File: src/rtl/rau_pkg.sv
`timescale 1ns / 1ps
package rau_pkg;
	localparam int DataWidthDefault = 16;
	localparam int OutWidth = 33;
	localparam int QueueDepth = 2;

	typedef enum logic [1:0] {
		OP_ADD = 2'd0,
		OP_SUB = 2'd1,
		OP_DIV = 2'd2,
		OP_SIMP = 2'd3
	} op_t;
endpackage

File: src/rtl/rau_if.sv
`timescale 1ns / 1ps
interface rau_in_if #(parameter int DATA_WIDTH = rau_pkg::DataWidthDefault);
	logic valid;
	logic ready;
	logic [1:0] op;
	logic signed [DATA_WIDTH-1:0] a_num;
	logic signed [DATA_WIDTH-1:0] a_den;
	logic signed [DATA_WIDTH-1:0] b_num;
	logic signed [DATA_WIDTH-1:0] b_den;
	modport source (output valid, op, a_num, a_den, b_num, b_den, input ready);
	modport sink (input valid, op, a_num, a_den, b_num, b_den, output ready);
endinterface

interface rau_out_if;
	logic valid;
	logic ready;
	logic signed [32:0] res_num;
	logic signed [32:0] res_den;
	logic status;
	modport source (output valid, res_num, res_den, status, input ready);
	modport sink (input valid, res_num, res_den, status, output ready);
endinterface

File: src/rtl/rau_front.sv
`timescale 1ns / 1ps
module rau_front #(
	parameter int DATA_WIDTH = rau_pkg::DataWidthDefault
) (
	input logic clk,
	input logic arst_n,
	rau_in_if.sink in_ch,
	output logic q_valid,
	input logic q_ready,
	output rau_pkg::op_t q_op,
	output logic [4*DATA_WIDTH-1:0] q_data
);
	import rau_pkg::*;

	localparam int Dw = 4 * DATA_WIDTH;
	localparam int Aw = $clog2(QueueDepth);

	logic [Dw-1:0] mem_q [QueueDepth];
	op_t op_q [QueueDepth];
	logic [Aw-1:0] wr_q, rd_q;
	logic [Aw:0] cnt_q;
	logic push, pop;

	assign in_ch.ready = (cnt_q != (Aw+1)'(QueueDepth));
	assign push = in_ch.valid && in_ch.ready;
	assign q_valid = (cnt_q != '0);
	assign pop = q_valid && q_ready;
	assign q_op = op_q[rd_q];
	assign q_data = mem_q[rd_q];

	always_ff @(posedge clk) begin
		if (push) begin
			mem_q[wr_q] <= {in_ch.a_num, in_ch.a_den, in_ch.b_num, in_ch.b_den};
			op_q[wr_q] <= op_t'(in_ch.op);
		end
	end

	always_ff @(posedge clk or negedge arst_n) begin
		if (!arst_n) begin
			wr_q <= '0;
			rd_q <= '0;
			cnt_q <= '0;
		end else begin
			if (push) wr_q <= (wr_q == Aw'(QueueDepth-1)) ? '0 : wr_q + 1'b1;
			if (pop) rd_q <= (rd_q == Aw'(QueueDepth-1)) ? '0 : rd_q + 1'b1;
			cnt_q <= cnt_q + (Aw+1)'(push) - (Aw+1)'(pop);
		end
	end

`ifndef SYNTHESIS
	a_no_overflow: assert property (@(posedge clk) disable iff (!arst_n)
		cnt_q <= (Aw+1)'(QueueDepth)) else $error("queue overflow");
	a_push_count: assert property (@(posedge clk) disable iff (!arst_n)
		push && !pop |=> cnt_q == $past(cnt_q) + 1'b1) else $error("count slip");
	a_pop_count: assert property (@(posedge clk) disable iff (!arst_n)
		pop && !push |=> cnt_q == $past(cnt_q) - 1'b1) else $error("count slip");
`endif
endmodule

File: src/rtl/rau_back.sv
`timescale 1ns / 1ps
module rau_back #(
	parameter int DATA_WIDTH = rau_pkg::DataWidthDefault
) (
	input logic clk,
	input logic arst_n,
	input logic q_valid,
	output logic q_ready,
	input rau_pkg::op_t q_op,
	input logic [4*DATA_WIDTH-1:0] q_data,
	rau_out_if.source out_ch
);
	import rau_pkg::*;

	localparam int W = DATA_WIDTH;
	localparam int Cw = $clog2(W + 1);
	localparam int Pw = 2 * W;

	typedef enum logic [2:0] {
		ST_IDLE, ST_MUL, ST_SUM, ST_GCD, ST_DIV, ST_OUT
	} state_t;

	state_t state_q;
	op_t op_q;
	logic signed [W-1:0] an_q, ad_q, bn_q, bd_q;
	logic signed [Pw-1:0] p1_q, p2_q, p3_q;
	logic [W-1:0] y_q, g_q, rem_q, quo_q, dvd_q;
	logic [W-1:0] mn_q;
	logic div_phase_q;
	logic [Cw-1:0] bit_q;
	logic signed [OutWidth-1:0] num_q, den_q;
	logic status_q;

	logic [W-1:0] mag_an, mag_ad;
	logic [W:0] trial;
	logic [W-1:0] rsh;
	logic signed [Pw:0] sum_v;

	assign mag_an = an_q[W-1] ? W'(-an_q) : W'(an_q);
	assign mag_ad = ad_q[W-1] ? W'(-ad_q) : W'(ad_q);
	assign rsh = {rem_q[W-2:0], dvd_q[W-1]};
	assign trial = {rem_q[W-1], rsh} - {1'b0, (state_q == ST_GCD) ? y_q : g_q};
	assign sum_v = (op_q == OP_SUB) ? (Pw+1)'(p1_q) - (Pw+1)'(p2_q)
		: (Pw+1)'(p1_q) + (Pw+1)'(p2_q);

	assign q_ready = (state_q == ST_IDLE);
	assign out_ch.valid = (state_q == ST_OUT);
	assign out_ch.res_num = num_q;
	assign out_ch.res_den = den_q;
	assign out_ch.status = status_q;

	always_ff @(posedge clk or negedge arst_n) begin
		if (!arst_n) begin
			state_q <= ST_IDLE;
			op_q <= OP_ADD;
			an_q <= '0;
			ad_q <= '0;
			bn_q <= '0;
			bd_q <= '0;
			p1_q <= '0;
			p2_q <= '0;
			p3_q <= '0;
			y_q <= '0;
			g_q <= '0;
			rem_q <= '0;
			quo_q <= '0;
			dvd_q <= '0;
			mn_q <= '0;
			div_phase_q <= 1'b0;
			bit_q <= '0;
			num_q <= '0;
			den_q <= '0;
			status_q <= 1'b0;
		end else begin
			unique case (state_q)
				ST_IDLE: begin
					if (q_valid) begin
						op_q <= q_op;
						{an_q, ad_q, bn_q, bd_q} <= q_data;
						state_q <= (q_op == OP_SIMP) ? ST_GCD : ST_MUL;
						div_phase_q <= 1'b0;
						bit_q <= '0;
						rem_q <= '0;
						y_q <= '0;
						status_q <= 1'b0;
					end
				end
				ST_MUL: begin
					p1_q <= Pw'(an_q) * Pw'(bd_q);
					p2_q <= (op_q == OP_DIV) ? Pw'(ad_q) * Pw'(bn_q) : Pw'(bn_q) * Pw'(ad_q);
					p3_q <= Pw'(ad_q) * Pw'(bd_q);
					state_q <= ST_SUM;
				end
				ST_SUM: begin
					if (op_q == OP_DIV) begin
						num_q <= OutWidth'(p1_q);
						den_q <= OutWidth'(p2_q);
					end else begin
						num_q <= OutWidth'(sum_v);
						den_q <= OutWidth'(p3_q);
					end
					state_q <= ST_OUT;
				end
				ST_GCD: begin
					if (!div_phase_q) begin
						y_q <= mag_ad;
						mn_q <= mag_an;
						if (mag_an == '0 && mag_ad == '0) begin
							num_q <= OutWidth'(an_q);
							den_q <= OutWidth'(ad_q);
							status_q <= 1'b1;
							state_q <= ST_OUT;
						end else if (mag_ad == '0) begin
							g_q <= mag_an;
							state_q <= ST_DIV;
							dvd_q <= mag_an;
							rem_q <= '0;
							bit_q <= '0;
						end else begin
							div_phase_q <= 1'b1;
							dvd_q <= mag_an;
							rem_q <= '0;
							bit_q <= '0;
						end
					end else begin
						if (bit_q != Cw'(W)) begin
							dvd_q <= {dvd_q[W-2:0], 1'b0};
							rem_q <= trial[W] ? rsh : trial[W-1:0];
							bit_q <= bit_q + 1'b1;
						end else if (rem_q == '0) begin
							g_q <= y_q;
							dvd_q <= mn_q;
							rem_q <= '0;
							bit_q <= '0;
							div_phase_q <= 1'b0;
							state_q <= ST_DIV;
						end else begin
							y_q <= rem_q;
							dvd_q <= y_q;
							rem_q <= '0;
							bit_q <= '0;
						end
					end
				end
				ST_DIV: begin
					if (bit_q != Cw'(W)) begin
						dvd_q <= {dvd_q[W-2:0], 1'b0};
						quo_q <= {quo_q[W-2:0], ~trial[W]};
						rem_q <= trial[W] ? rsh : trial[W-1:0];
						bit_q <= bit_q + 1'b1;
					end else if (!div_phase_q) begin
						div_phase_q <= 1'b1;
						num_q <= an_q[W-1] ? -OutWidth'(quo_q) : OutWidth'(quo_q);
						dvd_q <= mag_ad;
						rem_q <= '0;
						bit_q <= '0;
					end else begin
						den_q <= ad_q[W-1] ? -OutWidth'(quo_q) : OutWidth'(quo_q);
						state_q <= ST_OUT;
					end
				end
				ST_OUT: begin
					if (out_ch.ready) state_q <= ST_IDLE;
				end
				default: state_q <= ST_IDLE;
			endcase
		end
	end

`ifndef SYNTHESIS
	a_out_hold: assert property (@(posedge clk) disable iff (!arst_n)
		out_ch.valid && !out_ch.ready |=> out_ch.valid && $stable(out_ch.res_num))
		else $error("result dropped");
	a_no_take_busy: assert property (@(posedge clk) disable iff (!arst_n)
		q_ready |-> !out_ch.valid) else $error("busy overlap");
	a_status_simp: assert property (@(posedge clk) disable iff (!arst_n)
		out_ch.valid && out_ch.status |-> op_q == OP_SIMP) else $error("bad status");
`endif
endmodule

File: src/rtl/rational_arithmetic_unit.sv
`timescale 1ns / 1ps
// channel  dir  fields
// in_ch    in   op, a_num, a_den, b_num, b_den
// out_ch   out  res_num, res_den, status
// Add, subtract, divide: an input transfer is queued, then taken by the back end
// (queue pop, multiply stage, sum stage, result held until taken).
// Simplify: S Euclid remainder steps, each a bitwise restoring divide plus a
// check, then two such divides; S <= 22 at W = 16.
// Reset clears the queue and the back-end state machine.
// A two-entry queue takes items while the back end works or its result stalls.
module rational_arithmetic_unit #(
	parameter int DATA_WIDTH = rau_pkg::DataWidthDefault
) (
	input logic clk,
	input logic arst_n,
	rau_in_if.sink in_ch,
	rau_out_if.source out_ch
);
	import rau_pkg::*;

	logic q_valid, q_ready;
	op_t q_op;
	logic [4*DATA_WIDTH-1:0] q_data;

	rau_front #(.DATA_WIDTH(DATA_WIDTH)) u_front (
		.clk, .arst_n, .in_ch, .q_valid, .q_ready, .q_op, .q_data
	);

	rau_back #(.DATA_WIDTH(DATA_WIDTH)) u_back (
		.clk, .arst_n, .q_valid, .q_ready, .q_op, .q_data, .out_ch
	);
endmodule

File: src/flat_wrapper.sv
// flat-port wrapper written by rule: the top's interface ports become plain ports
module rational_arithmetic_unit_flat import rau_pkg::*;
#(
	parameter int DATA_WIDTH = rau_pkg::DataWidthDefault
)
  (clk, arst_n, in_ch_valid, in_ch_op, in_ch_a_num, in_ch_a_den, in_ch_b_num, in_ch_b_den, in_ch_ready, out_ch_valid, out_ch_res_num, out_ch_res_den, out_ch_status, out_ch_ready);
  rau_in_if #(.DATA_WIDTH(DATA_WIDTH)) in_ch_i ();
  rau_out_if out_ch_i ();
  input logic clk;
  input logic arst_n;
  input wire logic [$bits(in_ch_i.valid)-1:0] in_ch_valid;
  input wire logic [$bits(in_ch_i.op)-1:0] in_ch_op;
  input wire logic [$bits(in_ch_i.a_num)-1:0] in_ch_a_num;
  input wire logic [$bits(in_ch_i.a_den)-1:0] in_ch_a_den;
  input wire logic [$bits(in_ch_i.b_num)-1:0] in_ch_b_num;
  input wire logic [$bits(in_ch_i.b_den)-1:0] in_ch_b_den;
  output wire logic [$bits(in_ch_i.ready)-1:0] in_ch_ready;
  output wire logic [$bits(out_ch_i.valid)-1:0] out_ch_valid;
  output wire logic [$bits(out_ch_i.res_num)-1:0] out_ch_res_num;
  output wire logic [$bits(out_ch_i.res_den)-1:0] out_ch_res_den;
  output wire logic [$bits(out_ch_i.status)-1:0] out_ch_status;
  input wire logic [$bits(out_ch_i.ready)-1:0] out_ch_ready;
  assign in_ch_i.valid = in_ch_valid;
  assign in_ch_i.op = in_ch_op;
  assign in_ch_i.a_num = in_ch_a_num;
  assign in_ch_i.a_den = in_ch_a_den;
  assign in_ch_i.b_num = in_ch_b_num;
  assign in_ch_i.b_den = in_ch_b_den;
  assign in_ch_ready = in_ch_i.ready;
  assign out_ch_valid = out_ch_i.valid;
  assign out_ch_res_num = out_ch_i.res_num;
  assign out_ch_res_den = out_ch_i.res_den;
  assign out_ch_status = out_ch_i.status;
  assign out_ch_i.ready = out_ch_ready;
  rational_arithmetic_unit #(.DATA_WIDTH(DATA_WIDTH)) u_core (.clk(clk), .arst_n(arst_n), .in_ch(in_ch_i), .out_ch(out_ch_i));
endmodule
File: config.mk
export PLATFORM = sky130hd
export DESIGN_NAME = rational_arithmetic_unit_flat
export DESIGN_NICKNAME = d
export VERILOG_FILES = /design/src/rtl/rau_pkg.sv /design/src/rtl/rau_if.sv /design/src/rtl/rau_front.sv /design/src/rtl/rau_back.sv /design/src/rtl/rational_arithmetic_unit.sv /design/src/flat_wrapper.sv
export SDC_FILE = /design/constraint.sdc
export NUM_CORES = 2
export LEC_CHECK = 0
export ABC_CLOCK_PERIOD_IN_PS = 9800
export BUFFER_PORTS_ARGS = -buffer_cell sky130_fd_sc_hd__buf_2
export CORE_AREA = 3 3 258 513
export CTS_CLUSTER_DIAMETER = 100
export DETAILED_ROUTE_END_ITERATION = 8
export DIE_AREA = 0 0 261 516
export PLACE_DENSITY = 0.59
export SYNTH_ARGS = -nofsm -noshare
export SYNTH_HDL_FRONTEND = slang
export SYNTH_SLANG_ARGS = --single-unit
File: constraint.sdc
create_clock -name clk -period 9.8 [get_ports clk]
set_clock_uncertainty 0.15 [all_clocks]
set_input_delay 0.49 -clock clk [delete_from_list [all_inputs] [get_ports clk]]
set_output_delay 0.49 -clock clk [all_outputs]
set_load 0.01 [all_outputs]
=== Word level (Yosys, flattened, before mapping) ===
Memories as Yosys holds them, arrays and structs flattened. A register that Yosys moved wholly into a read port is not among the register bits.
Index checks and enable logic that the tools add are counted.

* Flip-flop bits (word level): 274
* RAM bits: 132
* Input port bits: 70
* Output and inout bits: 69
* Memories: 2
* Word-level logic and storage cells: 164

{| class="wikitable"
|+ Memories
! memory !! depth !! bits a word !! rd ports !! clocked after memory_dff !! write ports !! RTL line !! source
|-
| u_core.u_front.mem_q || 2 || 64 || 1 || 1 || 1 || rau_front.sv:18 || <nowiki>logic [Dw-1:0] mem_q [QueueDepth];</nowiki>
|-
| u_core.u_front.op_q || 2 || 2 || 1 || 0 || 1 || rau_front.sv:19 || <nowiki>op_t op_q [QueueDepth];</nowiki>
|}

* Equality and inequality tests: 26
* Multipliers: 3
* Reduce and logical (&&, ||, !) cells: 26
* Mux-type cells: 75
* Bitwise gates (word level): 2
* Add/subtract/negate cells: 11

{| class="wikitable"
|+ Operators by type and width
! kind !! count
|-
| 33-bit two-way mux || 13
|-
| 16-bit two-way mux || 24
|-
| 33-bit case mux with 3 select lines || 2
|-
| 16-bit by 16-bit multiplier with 32-bit output || 3
|-
| 16-bit case mux with 2 select lines || 2
|-
| 16-bit zero test || 3
|-
| 16-bit case mux with 3 select lines || 1
|-
| 32-bit by 32-bit adder with 33-bit output || 1
|-
| 16-bit negation with 33-bit output || 1
|-
| 32-bit by 32-bit subtractor with 33-bit output || 1
|-
| 16-bit negation || 2
|-
| 5-bit two-way mux || 6
|-
| 3-bit two-way mux || 9
|-
| 3-bit case mux with 6 select lines || 1
|-
| 17-bit by 16-bit subtractor with 17-bit output || 1
|-
| 2-bit != test (second input constant) || 8
|-
| 5-bit case mux with 3 select lines || 1
|-
| 5-bit AND reduction || 3
|-
| 1-bit two-way mux || 13
|-
| 3-bit != test (second input constant) || 4
|-
| 4-bit AND reduction || 3
|-
| 2-bit nonzero test || 4
|-
| 7-bit AND reduction || 1
|-
| 3-bit by 2-bit == test with 1-bit output (second input constant) || 2
|-
| other kinds (22) || 34
|}

=== Depth between registers and ports, before layout ===
* Word-level depth: 7
* Mapped depth: 28
* Mapped depth without buffers: 22

=== Modules after synthesis ===
A second synthesis with hierarchy kept.

* Cells, all modules: 5601
* Area total of the unflattened synthesis: 53816.6 um2

{| class="wikitable"
|+ By module, submodules not included
! module !! sequential area each (um2) !! area each (um2) !! instances !! cells an instance
|-
| rau_back || 8358.0 || 48721.7 || 1 || 5374
|-
| rau_front || 4063.9 || 5094.9 || 1 || 227
|}

=== Worst setup path before layout ===
Ideal clock, no wire load.

* Path kind: flip-flop to flip-flop
* Start: reg u_core.u_back.an_q[15]
* End: reg u_core.u_back.p1_q[31]
* Data arrival time: 7.376 ns
* Slack: 2.138 ns
* Stages on the path, launching flop included: 27
* Period minus slack after synthesis: 7.662 ns
* Library setup time: 0.136 ns
* Buffers on the path: 6
* Path through: dfrtp_1 -> clkbuf_1 -> clkbuf_1 -> buf_1 -> clkbuf_1 -> clkbuf_1 -> clkbuf_1 -> nand2_1 -> inv_1 -> fa_1 -> fa_1 -> fa_1 -> fa_1 -> fa_1 -> inv_1 -> fa_1 -> inv_1 -> ha_1 -> a21o_1 -> a21o_1 -> a21oi_1 -> o21ai_0 -> or3_1 -> o21ai_0 -> o21ai_0 -> xnor2_1 -> o21ai_0

* Word-level cells in the longest chain between the ends: 1

{| class="wikitable"
|+ RTL lines
! what !! RTL line !! source
|-
| from (decl) || rau_back.sv:25 || <nowiki>logic signed [W-1:0] an_q, ad_q, bn_q, bd_q;</nowiki>
|-
| from (signal assigned) || rau_back.sv:79 || <nowiki>{an_q, ad_q, bn_q, bd_q} <= q_data;</nowiki>
|-
| 16-bit by 16-bit multiplier with 32-bit output || rau_back.sv:89 || <nowiki>p1_q <= Pw'(an_q) * Pw'(bd_q);</nowiki>
|-
| to (signal assigned) || rau_back.sv:89 ||
|-
| to (decl) || rau_back.sv:26 || <nowiki>logic signed [Pw-1:0] p1_q, p2_q, p3_q;</nowiki>
|}

No other way between the ends.
A chain may end at the register's enable or synchronous reset.

=== Worst setup path in the final report ===
* Start: reg u_core.u_back.bd_q[5]
* End: reg u_core.u_back.p1_q[31]

* Word-level cells in the longest chain between the ends: 1

{| class="wikitable"
|+ RTL lines
! what !! RTL line
|-
| from (decl) || rau_back.sv:25
|-
| from (signal assigned) || rau_back.sv:79
|-
| 16-bit by 16-bit multiplier with 32-bit output || rau_back.sv:89
|}

No other way between the ends.

==> flow_metrics.py <==
metrics = {
    "global_routing": {
        "grt_antenna_before_repair": 4,
        "grt_start_max_net_pins": 121,
        "gr-total-overflow": 0,
        "grtUsageTotal_pct": 26.04,
        "grt_first_pass_wirelength_um": 262200,
        "via_count_of_the_first_global_routing_pass": 44690,
    },
    "logic_synthesis": {
        "synth_top_cell_area_share_pct": 29.28,
        "combinational_family_with_the_most_area_after_synthesis": "adder cells",
        "synthesized_area_fraction_occupied_by_ao_oa_aoi_and_oai_cells_pct": 10.10,
        "edff_count_synth": 132,
        "yosys_most_used_dff": "dfrtp_1",
        "syn-cell-area_mm2": 0.05388,
        "synth.yosys.seq_area_share_pct": 23.05,
        "yosys.area_share.xor_xnor_pct": 3.525,
        "synthCells": 5778,
        "netlist_top_cells_count": "inv_1, fa_1, nand2_1",
        "avgSynthCellArea_um2": 9.326,
        "synthArstFlopShare_pct": 71.91,
        "ys.warnings.count": 0,
        "unique_masters_post_synth": 91,
        "post_synth_fa_ha_maj_area_fraction_pct": 36.34,
        "netlist_top_cells_area": "fa_1, dfrtp_1, edfxtp_1",
        "multiplexer_share_of_the_synthesized_area_pct": 3.404,
        "postSynthNetCount": 6940,
        "yosysMostFrequentCell": "inv_1",
        "synth_simple_gate_area_share_pct": 14.95,
        "synth.ff_latch_count": 470,
        "post-synth-top-area-cell": "fa_1",
    },
    "worst_setup_path": {
        "criticalPathCategory": "register to register",
        "r2r_setup_slack_ns": 2.14,
        "r2r.worst_path.cells": 20,
        "setup.worst_path.end": "u_core.u_back.p1_q[31]",
        "worst_setup_path_start_kind": "register",
        "r2r_start": "u_core.u_back.bd_q[5]",
        "largest_fanout_on_the_critical_path": 33,
        "critical_path.startpoint": "u_core.u_back.bd_q[5]",
        "regToRegEndpoint": "u_core.u_back.p1_q[31]",
        "timing.critical_path.required_ns": 10.17,
        "cp_data_arrival_time_ns": 8.03,
        "endpoint_kind": "register",
    },
    "final_layout": {
        "final_core_util_pct": 45.59,
        "design.final.nets": 6971,
        "area_growth_syn_to_layout_pct": 8.893,
        "final_cells": 7543,
        "final_layout_size_suffix_gt1_share_pct": 6.889,
    },
    "detailed_routing": {
        "drt-wirelength-per-cell_um": 22.68,
        "finalWirelength_um": 171100,
        "viasPerCell": 5.411,
        "drt_iter0_drc": 1976,
        "first_pass_iters": 7,
        "vias": 40810,
        "drc_violations_left": 0,
        "route.antenna.remaining_nets": 0,
    },
    "placed_design": {
        "port_buffers": 138,
        "place_congestion": 0.9369,
        "dp.cells": 7383,
        "detailed_place_hpwl_um": 132900,
    },
    "clocking": {
        "worst_setup_hold_path_clk_slew_ns": 0.08,
        "post-cts-setup-buffers": 0,
        "postCtsResizedCells": 0,
        "tritoncts": "done",
        "cts_sinks": 470,
        "clk-insertion-delay-late_ns": 0.68,
        "tritoncts.num_buffers": 49,
        "max-clock-path-buffers": 3,
        "cts_root_buf": "clkbuf_16",
        "htree_levels": 2,
    },
    "floorplan": {
        "rows": 186,
        "start_util_pct": 41.87,
        "pin_count": 139,
        "die_height_um": 516,
        "dieArea_mm2": 0.1347,
        "floorplan.die.width_um": 261,
        "coreArea_mm2": 0.1287,
    },
    "timing": {
        "unrepaired_setup_endpoints_after_global_routing": "no",
        "report.final.setup_viol": 0,
        "maxSlewViolCount": 0,
        "max-slew-margin-rel_pct": 16.94,
        "tightest_slew_ns": 1.238,
        "final.period_utilization_pct": 78.12,
        "number_of_failing_hold_endpoints_at_the_final_stage": 0,
        "clock.fmax_ghz": 0.1306,
        "final_period_minus_worst_setup_slack_ns": 7.656,
        "setup_tns_ns": 0,
    },
    "worst_hold_path": {
        "hold_path_class": "input port to register",
    },
    "run": {
        "cap_viol_max_count": 0,
    },
    "outcome": {
        "run_status": "finished, final reports clean",
    },
}
[per-stage QoR]
| step | instance area (µm²) | hold slack, ns | setup slack, ns |
|---|---|---|---|
| 6_report | 58680 | 0.07210 | 2.144 |
| 5_1_grt | 58680 | 0.08349 | 1.728 |
| 4_1_cts | 58670 | 0.01256 | 2.165 |
| 3_5_place_dp | 56230 | 0.3166 | 2.171 |
| 3_3_place_gp | 56230 | 0.3060 | 2.294 |
| 2_1_floorplan | 53880 | 0.04441 | 2.138 |
[layout make-up]
cell class	instances	area, µm²
clock buffers	57	1286
repair buffers	295	2059
multi-input cells	4084	36880
well taps	1692	2117
inverters	909	3412
flip-flops and latches	470	12430
fillers	12490	70020
diodes	1	2.502
clock inverters	35	481.7
[timing repair]
action | in CTS | in global routing
hold buffers | 67 | 0
endpoints found under the setup margin | 0 | 0
hold endpoints to repair | 223 | 0
[metal layers]
layer / wire length, µm / vias up / GRT usage, %
li1: - / 18410 / -
met5: 13 / - / 0
met1: 55870 / 20630 / 25.56
met4: 19510 / 2 / 23.59
met3: 6076 / 573 / 2.289
met2: 89640 / 1198 / 47.92
[placed cells by master, fill, tap and decap left out, types with 132 or more instances in the layout]
| cell type | netlist | routed |
|---|---|---|
| o21ai_0 | 188 | 187 |
| buf_2 | 15 | 137 |
| and2_1 | 379 | 378 |
| dfrtp_1 | 338 | 332 |
| nor2_1 | 347 | 344 |
| inv_1 | 908 | 908 |
| edfxtp_1 | 132 | 132 |
| nand2_1 | 726 | 725 |
| ha_1 | 304 | 304 |
| a21oi_1 | 358 | 358 |
| fa_1 | 788 | 788 |
| mux2i_1 | 145 | 145 |
[state kept, by name, indices dropped and copies added (netlist names), 32 cells and up]
signal	cells
u_core.u_front.mem_q	128
u_core.u_back.out_ch.res_den	33
u_core.u_back.out_ch.res_num	33
u_core.u_back.p1_q	32
u_core.u_back.p2_q	32
u_core.u_back.p3_q	32
[how the worst min path moves through the flow]
stage / from / end / slack, ns / cells past startpoint
after floorplan: arst_n / u_core.u_back.ad_q[0] / 0.04 / 0
after global placement: u_core.u_back.p3_q[0] / u_core.u_back.p3_q[0] / 0.31 / 2
after detailed placement: u_core.u_back.p3_q[3] / u_core.u_back.p3_q[3] / 0.32 / 2
after CTS: out_ch_ready / u_core.u_back.state_q[2] / 0.01 / 4
after global routing: in_ch_valid / u_core.u_front.wr_q / 0.08 / 3
final: out_ch_ready / u_core.u_back.state_q[2] / 0.07 / 4
[critical path, cell delays in order (launching register included)]
cell and delay, ns:
dfrtp_1 1.13, nand2_1 0.28, fa_1 0.57, inv_1 0.07, fa_1 0.79, fa_1 0.53, fa_1 0.51, fa_1 0.50
inv_1 0.05, fa_1 0.51, inv_1 0.05, ha_1 0.35, a21o_1 0.18, a21o_1 0.16, a21oi_1 0.23, o21ai_0 0.18
or3_1 0.32, o21ai_0 0.34, o21ai_0 0.18, xnor2_1 0.32, o21ai_0 0.12
[cells by family (layout without fill, tap and decap cells)]
group / after synthesis / in the layout
xor+xnor: 216 / 216
other cells: 0 / 1
fa+ha+maj: 1092 / 1092
buf+inv: 1224 / 1296
flops: 470 / 470
simple gates: 1714 / 1714
mux: 177 / 177
compound gates: 885 / 885
Power is not shown: default switching activity piles up to over one toggle a cycle in this logic, so the estimate is an artifact.
